### src/hw/rtl/erc_pkg.sv
// ----------------------------------------------------------------------------
// Enigma cipher package
// Rotor wirings, inverse wirings, notch positions and modulo-26 helpers.
// ----------------------------------------------------------------------------
package erc_pkg;

  localparam int unsigned ALPHA = 26;

  localparam logic [4:0] RIGHT_NOTCH  = 5'd7;
  localparam logic [4:0] MIDDLE_NOTCH = 5'd19;
  localparam logic [4:0] RIGHT_RESET  = 5'd25;

  typedef enum logic [1:0] {
    CFG_START_RIGHT  = 2'd0,
    CFG_START_MIDDLE = 2'd1,
    CFG_START_LEFT   = 2'd2
  } erc_cfg_e;

  typedef struct packed {
    logic [4:0] left;
    logic [4:0] middle;
    logic [4:0] right;
  } erc_rotor_t;

  localparam logic [4:0] WIRE_RIGHT [ALPHA] = '{
    5'd1, 5'd3, 5'd5, 5'd7, 5'd9, 5'd11, 5'd2, 5'd15, 5'd17, 5'd19, 5'd23, 5'd21, 5'd25,
    5'd13, 5'd24, 5'd4, 5'd8, 5'd22, 5'd6, 5'd0, 5'd10, 5'd12, 5'd20, 5'd18, 5'd16, 5'd14
  };
  localparam logic [4:0] WIRE_MIDDLE [ALPHA] = '{
    5'd0, 5'd9, 5'd3, 5'd10, 5'd18, 5'd8, 5'd17, 5'd20, 5'd23, 5'd1, 5'd11, 5'd7, 5'd22,
    5'd19, 5'd12, 5'd2, 5'd16, 5'd6, 5'd25, 5'd13, 5'd15, 5'd24, 5'd5, 5'd21, 5'd14, 5'd4
  };
  localparam logic [4:0] WIRE_LEFT [ALPHA] = '{
    5'd4, 5'd10, 5'd12, 5'd5, 5'd11, 5'd6, 5'd3, 5'd16, 5'd21, 5'd25, 5'd13, 5'd19, 5'd14,
    5'd22, 5'd24, 5'd7, 5'd23, 5'd20, 5'd18, 5'd15, 5'd0, 5'd8, 5'd1, 5'd17, 5'd2, 5'd9
  };
  localparam logic [4:0] WIRE_REFLECT [ALPHA] = '{
    5'd24, 5'd17, 5'd20, 5'd7, 5'd16, 5'd18, 5'd11, 5'd3, 5'd15, 5'd23, 5'd13, 5'd6, 5'd14,
    5'd10, 5'd12, 5'd8, 5'd4, 5'd1, 5'd5, 5'd25, 5'd2, 5'd22, 5'd21, 5'd9, 5'd0, 5'd19
  };

  // Inverse wirings: entry c holds the contact index that carries letter c
  localparam logic [4:0] INV_RIGHT [ALPHA] = '{
    5'd19, 5'd0, 5'd6, 5'd1, 5'd15, 5'd2, 5'd18, 5'd3, 5'd16, 5'd4, 5'd20, 5'd5, 5'd21,
    5'd13, 5'd25, 5'd7, 5'd24, 5'd8, 5'd23, 5'd9, 5'd22, 5'd11, 5'd17, 5'd10, 5'd14, 5'd12
  };
  localparam logic [4:0] INV_MIDDLE [ALPHA] = '{
    5'd0, 5'd9, 5'd15, 5'd2, 5'd25, 5'd22, 5'd17, 5'd11, 5'd5, 5'd1, 5'd3, 5'd10, 5'd14,
    5'd19, 5'd24, 5'd20, 5'd16, 5'd6, 5'd4, 5'd13, 5'd7, 5'd23, 5'd12, 5'd8, 5'd21, 5'd18
  };
  localparam logic [4:0] INV_LEFT [ALPHA] = '{
    5'd20, 5'd22, 5'd24, 5'd6, 5'd0, 5'd3, 5'd5, 5'd15, 5'd21, 5'd25, 5'd1, 5'd4, 5'd2,
    5'd10, 5'd12, 5'd19, 5'd7, 5'd23, 5'd18, 5'd11, 5'd17, 5'd8, 5'd13, 5'd16, 5'd14, 5'd9
  };

  // (a + b) mod 26 for a, b below 32 with a + b below 52
  function automatic logic [4:0] add_mod26(input logic [4:0] a, input logic [4:0] b);
    logic [5:0] s;
    s = {1'b0, a} + {1'b0, b};
    if (s >= 6'(ALPHA)) begin
      s = s - 6'(ALPHA);
    end
    return s[4:0];
  endfunction

  // (a - b) mod 26 for a, b in 0..25
  function automatic logic [4:0] sub_mod26(input logic [4:0] a, input logic [4:0] b);
    logic [5:0] s;
    s = {1'b0, a} - {1'b0, b};
    if (s[5]) begin
      s = s + 6'(ALPHA);
    end
    return s[4:0];
  endfunction

endpackage

### src/hw/rtl/three_rotor_enigma_cipher.sv
// Path: an input transaction is held in the input register, then its enciphered letter
// in the result register until the result transaction.
// Throughput: one letter per cycle unless the output stalls; rotor stepping runs on the
// input side, and the substitution path is one combinational pass between the registers.
// Reset: rotors go to right 25, middle 0, left 0; start registers to the same;
// input and result registers empty.
// ----------------------------------------------------------------------------
// Three-rotor Enigma cipher
// Steps the rotors per letter and enciphers it in a single registered pass.
// ----------------------------------------------------------------------------
module three_rotor_enigma_cipher
  import erc_pkg::*;
(
  input  logic       clk_i,
  input  logic       rst_ni,
  input  logic       s_axis_tvalid,
  output logic       s_axis_tready,
  input  logic [7:0] s_axis_tdata,   // [4:0] letter_in, [7:5] zero
  input  logic       s_axis_tuser,   // [0] restart
  output logic       m_axis_tvalid,
  input  logic       m_axis_tready,
  output logic [7:0] m_axis_tdata,   // [4:0] letter_out, [7:5] zero
  input  logic       cfg_we_i,
  input  logic [1:0] cfg_idx_i,
  input  logic [4:0] cfg_data_i
);

  logic [4:0] start_right_q, start_middle_q, start_left_q;
  erc_rotor_t rotor_q, rotor_d, base;

  logic       st1_v_q, out_v_q;
  logic [4:0] st1_letter_q, out_letter_q;
  erc_rotor_t st1_rotor_q;
  logic [4:0] out_letter_d;
  logic [4:0] fr, fm, fl, rf, bl, bm;

  logic s_accept, out_rdy;

  assign out_rdy       = !out_v_q || m_axis_tready;
  assign s_axis_tready = !st1_v_q || out_rdy;
  assign s_accept      = s_axis_tvalid && s_axis_tready;

  // Odometer stepping; left moves only when the middle steps onto its notch
  always_comb begin
    if (s_axis_tuser) begin
      base.right  = add_mod26(start_right_q, 5'd0);
      base.middle = add_mod26(start_middle_q, 5'd0);
      base.left   = add_mod26(start_left_q, 5'd0);
    end else begin
      base = rotor_q;
    end
    rotor_d       = base;
    rotor_d.right = add_mod26(base.right, 5'd1);
    if (rotor_d.right == RIGHT_NOTCH) begin
      rotor_d.middle = add_mod26(base.middle, 5'd1);
      if (rotor_d.middle == MIDDLE_NOTCH) begin
        rotor_d.left = add_mod26(base.left, 5'd1);
      end
    end
  end

  // Forward through the rotors and the reflector, then back through the inverse wirings
  always_comb begin
    fr           = WIRE_RIGHT[add_mod26(st1_letter_q, st1_rotor_q.right)];
    fm           = WIRE_MIDDLE[add_mod26(fr, st1_rotor_q.middle)];
    fl           = WIRE_LEFT[add_mod26(fm, st1_rotor_q.left)];
    rf           = WIRE_REFLECT[fl];
    bl           = sub_mod26(INV_LEFT[rf], st1_rotor_q.left);
    bm           = sub_mod26(INV_MIDDLE[bl], st1_rotor_q.middle);
    out_letter_d = sub_mod26(INV_RIGHT[bm], st1_rotor_q.right);
  end

  always_ff @(posedge clk_i or negedge rst_ni) begin
    if (!rst_ni) begin
      start_right_q  <= RIGHT_RESET;
      start_middle_q <= 5'd0;
      start_left_q   <= 5'd0;
    end else if (cfg_we_i) begin
      unique case (cfg_idx_i)
        CFG_START_RIGHT:  start_right_q  <= cfg_data_i;
        CFG_START_MIDDLE: start_middle_q <= cfg_data_i;
        CFG_START_LEFT:   start_left_q   <= cfg_data_i;
        default: ;
      endcase
    end
  end

  always_ff @(posedge clk_i or negedge rst_ni) begin
    if (!rst_ni) begin
      rotor_q <= '{left: 5'd0, middle: 5'd0, right: RIGHT_RESET};
      st1_v_q <= 1'b0;
      out_v_q <= 1'b0;
    end else begin
      if (s_accept) begin
        rotor_q <= rotor_d;
      end
      if (s_axis_tready) begin
        st1_v_q <= s_axis_tvalid;
      end
      if (out_rdy) begin
        out_v_q <= st1_v_q;
      end
    end
  end

  always_ff @(posedge clk_i) begin
    if (s_accept) begin
      st1_letter_q <= add_mod26(s_axis_tdata[4:0], 5'd0);
      st1_rotor_q  <= rotor_d;
    end
    if (out_rdy && st1_v_q) begin
      out_letter_q <= out_letter_d;
    end
  end

  assign m_axis_tvalid = out_v_q;
  assign m_axis_tdata  = {3'b000, out_letter_q};

endmodule

### config.mk
export PLATFORM = sky130hd
export DESIGN_NAME = three_rotor_enigma_cipher
export DESIGN_NICKNAME = d
export VERILOG_FILES = /design/src/hw/rtl/erc_pkg.sv /design/src/hw/rtl/three_rotor_enigma_cipher.sv
export SDC_FILE = /design/constraint.sdc
export NUM_CORES = 1
export LEC_CHECK = 0
export BUFFER_PORTS_ARGS = -buffer_cell sky130_fd_sc_hd__buf_2
export CAP_MARGIN = 30
export CORE_UTILIZATION = 45
export DETAILED_ROUTE_END_ITERATION = 12
export HOLD_SLACK_MARGIN = 0.03
export PLACE_DENSITY_LB_ADDON = 0.2
export SYNTH_ARGS = -nofsm -noshare
export SYNTH_HDL_FRONTEND = slang
export SYNTH_SLANG_ARGS = --single-unit
export TNS_END_PERCENT = 10
### constraint.sdc
create_clock -name clk_i -period 35.5 [get_ports clk_i]
set_input_delay 1.775 -clock clk_i [delete_from_list [all_inputs] [get_ports clk_i]]
set_output_delay 1.775 -clock clk_i [all_outputs]
set_load 0.05 [all_outputs]
# ---- After elaboration in Yosys (flattened, before gate mapping)
# Memories as Yosys holds them, arrays and structs flattened.
# Cells that the tools add are included.
dict set report op_classes {
  addsub 22
  magnitude_cmp 17
  eq_ne 4
  n_mux 31
  bitwise_logic 7
  n_reduce_logical 10
}
# operator count
set op_table {}
lappend op_table {{two-way mux 5 bit} 29}
lappend op_table {{subtractor 5 bit, second input constant} 10}
lappend op_table {{greater-or-equal comparator 6 bit, second input constant} 7}
lappend op_table {{inverter 5 -> 6 bit} 7}
lappend op_table {{greater-or-equal comparator 6 x 5 -> 1 bit, second input constant} 6}
lappend op_table {{greater-or-equal comparator 5 bit, second input constant} 4}
lappend op_table {{adder 5 x 1 -> 6 bit, second input constant} 3}
lappend op_table {{adder 5 x 5 -> 6 bit} 3}
lappend op_table {{subtractor 5 x 5 -> 6 bit} 3}
lappend op_table {{adder 5 bit, second input constant} 3}
lappend op_table {{two-way mux 15 bit} 1}
lappend op_table {{two-way mux 10 bit} 1}
lappend op_table {{AND reduction 2 bit} 3}
lappend op_table {{equality test 5 x 3 -> 1 bit, second input constant} 1}
lappend op_table {{equality test 5 bit, second input constant} 1}
lappend op_table {{equality test 2 x 1 -> 1 bit, second input constant} 1}
lappend op_table {{equality test 2 bit, second input constant} 1}
lappend op_table {{logical AND 1 bit} 2}
lappend op_table {{logical NOT 1 bit} 2}
lappend op_table {{logical NOT 2 bit} 1}
lappend op_table {{logical OR 1 bit} 2}
dict set report word_totals {
  register_bits 57
  rom_bits 1120
  out_inout_bits 10
  word_cells 111
  n_memories 7
}
# name words width read_ports rd_clocked_by_memory_dff wr line
set memory_table {}
lappend memory_table {{(name not given)} 32 5 1 0 0 three_rotor_enigma_cipher.sv:70} ;# out_letter_d = sub_mod26(INV_RIGHT[bm], st1_rotor_q.right);
lappend memory_table {{(name not given)} 32 5 1 0 0 three_rotor_enigma_cipher.sv:69} ;# bm = sub_mod26(INV_MIDDLE[bl], st1_rotor_q.middle);
lappend memory_table {{(name not given)} 32 5 1 0 0 three_rotor_enigma_cipher.sv:68} ;# bl = sub_mod26(INV_LEFT[rf], st1_rotor_q.left);
lappend memory_table {{(name not given)} 32 5 1 0 0 three_rotor_enigma_cipher.sv:67} ;# rf = WIRE_REFLECT[fl];
lappend memory_table {{(name not given)} 32 5 1 0 0 three_rotor_enigma_cipher.sv:66} ;# fl = WIRE_LEFT[add_mod26(fm, st1_rotor_q.left)];
lappend memory_table {{(name not given)} 32 5 1 0 0 three_rotor_enigma_cipher.sv:65} ;# fm = WIRE_MIDDLE[add_mod26(fr, st1_rotor_q.middle)];
lappend memory_table {{+1 memories} - - - - - -}

# ---- Depth between registers and ports, before layout
dict set report logic_depth {
  word_depth 46
  depth_mapped 91
}

# ---- Worst setup path before layout
# OpenSTA, ideal clock, no wires.
dict set report synth_timing {
  path_type {register -> register}
  start {register st1_rotor_q[0] (netlist bit)}
  end {register out_letter_q[2], data pin}
  setup_ns 0.260
  arrival_time_ns 16.242
  t_required_ns 35.240
  path_slack_ns 18.999
  path_stages_with_launch 80
  n_path_buf 3
  period_less_slack_ns 16.501
  path_cell_list {edfxtp_1 ha_1 fa_1 a21oi_1 nor2_1 nor2_1 xnor2_1 inv_1 o21ai_0 nor2b_1 xnor2_1 clkbuf_1 o21ai_0 a21oi_1 ha_1 inv_1 fa_1 inv_1 [44 not listed] o221ai_1 ha_1 a21o_1 a21o_1 a21o_1 a21o_1 xor2_1 inv_1 ha_1 mux2i_1 nor2_1 a21oi_1 o21ai_0 ha_1 fa_1 xnor2_1 ha_1 mux2_2}
}
dict set report synth_between {
  elab_chain_len 46
}
# item line
set synth_lines {}
lappend synth_lines {{from (decl)} three_rotor_enigma_cipher.sv:33} ;# erc_rotor_t st1_rotor_q;
lappend synth_lines {{from (signal assigned)} three_rotor_enigma_cipher.sv:109} ;# st1_rotor_q <= rotor_d;
lappend synth_lines {{adder 5 x 5 -> 6 bit} erc_pkg.sv:59} ;# s = {1'b0, a} + {1'b0, b};
lappend synth_lines {{subtractor 5 bit or greater-or-equal comparator 6 x 5 -> 1 bit (tied branches)} {erc_pkg.sv:61, erc_pkg.sv:60}}
lappend synth_lines {{two-way mux 5 bit} erc_pkg.sv:60} ;# if (s >= 6'(ALPHA)) begin
lappend synth_lines {{inverter 5 -> 6 bit (implied by the code)} three_rotor_enigma_cipher.sv:64} ;# fr = WIRE_RIGHT[add_mod26(st1_letter_q, st1_rotor_q.right)];
lappend synth_lines {{memory read (32 x 5 bit)} -}
lappend synth_lines {{two-way mux 5 bit (implied by the code) (2 in series)} three_rotor_enigma_cipher.sv:64}
lappend synth_lines {{adder 5 x 5 -> 6 bit} erc_pkg.sv:59}
lappend synth_lines {{subtractor 5 bit or greater-or-equal comparator 6 x 5 -> 1 bit (tied branches)} {erc_pkg.sv:61, erc_pkg.sv:60}}
lappend synth_lines {{[29 not listed]} -}
lappend synth_lines {{two-way mux 5 bit} erc_pkg.sv:70} ;# if (s[5]) begin
lappend synth_lines {{inverter 5 -> 6 bit (implied by the code)} three_rotor_enigma_cipher.sv:70}
lappend synth_lines {{memory read (32 x 5 bit)} -}
lappend synth_lines {{two-way mux 5 bit (implied by the code) (2 in series)} three_rotor_enigma_cipher.sv:70}
lappend synth_lines {{subtractor 5 x 5 -> 6 bit (*)} erc_pkg.sv:69} ;# s = {1'b0, a} - {1'b0, b};
lappend synth_lines {{adder 5 bit} erc_pkg.sv:71} ;# s = s + 6'(ALPHA);
lappend synth_lines {{two-way mux 5 bit (*)} erc_pkg.sv:70}
lappend synth_lines {{via out_letter_d[2]} three_rotor_enigma_cipher.sv:34} ;# logic [4:0] out_letter_d;
lappend synth_lines {{to (signal assigned)} three_rotor_enigma_cipher.sv:112} ;# out_letter_q <= out_letter_d;
lappend synth_lines {{to (decl)} three_rotor_enigma_cipher.sv:32} ;# logic [4:0] st1_letter_q, out_letter_q;
# Mark *: on every way through the listed nets, which the timed path passes. The rest lies on a longest branch. The select of a mux whose other input is x is not followed.
# A chain may end at the register's enable or synchronous reset.

# ---- Worst setup path after layout
# Same ends and word-level chain as after synthesis.

==> metrics.md <==
| Metric | Value |
|---|---|
| # rows | `46` |
| Diode count | `0` |
| CTS buffer count | `9` |
| DRT iter0 DRCs | `355` |
| Crit-path leading delay family | `compound AO/OA/AOI/OAI gates` |
| Layout cell share with drive strength beyond 1 | `14.14%` |
| Slowest stage cell, crit path | `mux2i_1` |
| Total congestion overflow | `0` |
| H-tree depth reported by CTS | `3` |
| Synth area leader | `ha_1` |
| Core Region | `15940 sq um` |
| Detailed Routing Iterations Pass 1 | `5` |
| Vias post-DR | `6037` |
| Final Wtd Congestion | `0.8388` |
| Wire per inst | `13.64 um` |
| Layout fillers | `1529` |
| Slew Limit Fails | `0` |
| Number of global-route vias before repair | `5535` |
| Layout area overhead | `7.498%` |
| Initial Util | `46.37%` |
| Setup bufs post-CTS | `0` |
| Crit path kind | `flip-flop to flip-flop` |
| XOR/XNOR Fraction of Synth Area | `5.924%` |
| R2r worst-path depth | `73` |
| TritonCTS clock tree | `built` |
| Pin count of the biggest net entering global routing | `34` |
| Synth Warn # | `0` |
| Setup crit end kind | `flip-flop` |
| CTS root buf | `clkbuf_16` |
| Die ar. | `16940 sq um` |
| CTS max path bufs | `2` |
| Synth Area in Compound Gates | `24.34%` |
| CP arrival | `19.25 ns` |
| Multi-input gate area | `5395 sq um` |
| Startpoint Class | `flip-flop` |
| Final setup violating endpoints | `0` |
| Fin cells | `1086` |
| Synth Area in Adders | `17.54%` |
| Post-synth top flop | `dfrtp_1` |
| PortBufs | `24` |
| Max frequency | `52.15 MHz` |
| MaxCap Viol Count | `0` |
| Hold buffer count at cts | `0` |
| Syn Area/Cell | `8.676 sq um` |
| Post-Route WL | `14.81 mm` |
| Critical Path Max Stage Delay | `0.72 ns` |
| Final period utilization | `54.01%` |
| Antenna Nets Post-Route | `0` |
| Post-Place Cells | `1070` |
| CP bufs+invs | `9` |
| Synthesized netlist cell count | `852` |
| WP data required | `35.58 ns` |
| Commonest cells in the netlist | `ha_1, inv_1, nand2_1` |
| HP Class | `flip-flop to flip-flop` |
| Count leader, synth | `ha_1` |
| Post-synthesis sequential element count | `57` |
| Worst Setup EP | `out_letter_q[2]$_DFFE_PP_` |
| Post-route minimum period | `19.18 ns` |
| # DRC | `0` |
| Skew final | `0.007402 ns` |
| Post-synthesis mux area share | `10.21%` |
| Worst-path clk slew | `0.05 ns` |
| Slew HR | `31.75%` |
| Critical Path Source | `st1_rotor_q[0]$_DFFE_PP_` |
| Largest family of logic cells by synthesized area | `compound AO/OA/AOI/OAI gates` |
| R2r endpoint | `out_letter_q[2]$_DFFE_PP_` |
| Most used cell, CP | `ha_1` |
| Via density | `5.559` |
| Status | `completed` |
| Insertion delay to the later sink of the worst-skew pair | `0.33 ns` |
| Initial antenna violation count | `0` |
| Fin Setup TNS | `0 ns` |
| Die width | `130.2 um` |
| Slew @ Worst Pin | `1.024 ns` |
| Detailed placement HPWL | `11.44 mm` |
| Crit-path max FO | `12` |
| Die H | `130.2 um` |
| Final hold violations | `0` |
| GRT Util Overall | `18.40%` |
| Number of synthesized flops with an enable pin | `25` |
| First-pass GRT wire length | `25.52 mm` |
| FF+latch area | `1559 sq um` |
| RSZ-0062 raised after global routing | `no` |
| Synth Area in Simple Gates | `14.83%` |
| FFs w/ async S/R, synth | `56.14%` |
| Nets | `986` |
| Clock sinks | `57` |
| Top cells by area, synth | `ha_1, edfxtp_1, dfrtp_1` |
| Share of the synthesized area in the top cell type | `15.91%` |
| Sequential area share after synthesis | `21.09%` |
| Reg-to-reg startpoint | `st1_rotor_q[0]$_DFFE_PP_` |
| Synth cell types | `93` |
| Post-CTS Resized | `0` |
| Crit path depth | `73` |
| Synthesized cell area | `7392 sq um` |
| I/O pins | `31` |
| Worst R2R Setup Slack | `16.32 ns` |
cell families (layout without fill, tap and decap cells):
group           after synthesis  count (layout)
simple gates                208             208
other cells                   1               3
flops                        57              57
buf+inv                     107             123
fa+ha+maj                   100             100
mux                          67              67
compound gates              262             262
xor+xnor                     50              50
cell type report:
cell class / count / area share (%)
clock buffer: 11 / 3.055
clock inverter: 5 / 0.5039
inverter: 81 / 3.826
multi-input combinational: 690 / 67.89
sequential: 57 / 19.62
tap: 216 / 3.401
timing repair buffer: 26 / 1.701
cell usage in the layout, fill, tap and decap left out, types with 5 or more instances in the layout:
cell       synthesis  final
ha_1              94     94
inv_1             81     81
nand2_1           70     70
a21oi_1           57     57
o21ai_0           51     51
nor2_1            47     47
mux2_2            37     37
xnor2_1           33     33
mux2i_1           27     27
dfrtp_1           26     26
edfxtp_1          25     25
buf_2              5     24
a21o_1            21     21
a211oi_1          18     18
xor2_1            17     17
nor3_1            12     12
o211ai_1          12     12
nand3_1           11     11
nand2b_1           9      9
clkbuf_16          0      9
o21a_1             8      8
nor2b_1            7      7
a31oi_1            7      7
a21boi_0           7      7
o31ai_1            7      7
o22ai_1            7      7
nand3b_1           7      7
a211o_1            6      6
fa_1               6      6
dfstp_2            6      6
nand4_1            5      5
or3_1              5      5
worst reg2reg max path, delay by kind of cell (launching register included):
kind,cells,cell delay (ns)
flops,1,0.42
mux,7,2.03
compound gates,26,5.78
fa+ha+maj,16,5.22
xor+xnor,7,2.63
buf+inv,9,1.24
simple gates,8,1.61
metal layers:
layer  wire (um)  part of all wire (%)  global-route usage [%]  vias to the layer above
met5           0                     0                       0                        -
met4         108                  0.73                   3.762                        0
met3         394                   2.7                   3.157                        9
met2        6558                    44                   28.63                       69
met1        7749                    52                   26.57                     2826
li1            -                     -                       -                     3133
sequential cells by signal, indices dropped and copies added (netlist names):
name and cells:
start_left_q 5, m_axis_tvalid 1, rotor_q 15, out_letter_q 5, st1_rotor_q 15, st1_letter_q 5
start_right_q 5, start_middle_q 5, st1_v_q 1
through the flow:
step	hold WS [ns]	util (%)	worst slack (ns)	instance area, sq um
3_3_place_gp	0.4692	48.07	16.45	7664
6_report	0.4872	49.84	16.32	7946
2_1_floorplan	0.4468	-	19.00	7400
3_5_place_dp	0.4757	48.07	16.33	7664
5_1_grt	0.5023	49.84	14.56	7946
4_1_cts	0.4922	49.84	16.25	7946
how the worst min path moves through the flow:
stage	depth (start not counted)	endpoint	slack, ns	start
finish	2	rotor_q[6]$_DFFE_PN0P_	0.49	rotor_q[6]$_DFFE_PN0P_
global route	1	m_axis_tvalid$_DFFE_PN0P_	0.50	st1_v_q$_DFFE_PN0N_
CTS	2	rotor_q[6]$_DFFE_PN0P_	0.49	rotor_q[6]$_DFFE_PN0P_
detailed placement	2	rotor_q[0]$_DFFE_PN1P_	0.48	rotor_q[0]$_DFFE_PN1P_
global placement	2	rotor_q[6]$_DFFE_PN0P_	0.47	rotor_q[6]$_DFFE_PN0P_
floorplan	2	rotor_q[6]$_DFFE_PN0P_	0.45	rotor_q[6]$_DFFE_PN0P_
Power is left out: the tool's default activity adds up to more than one toggle a clock period on the data nets, which glitch-free logic cannot reach.
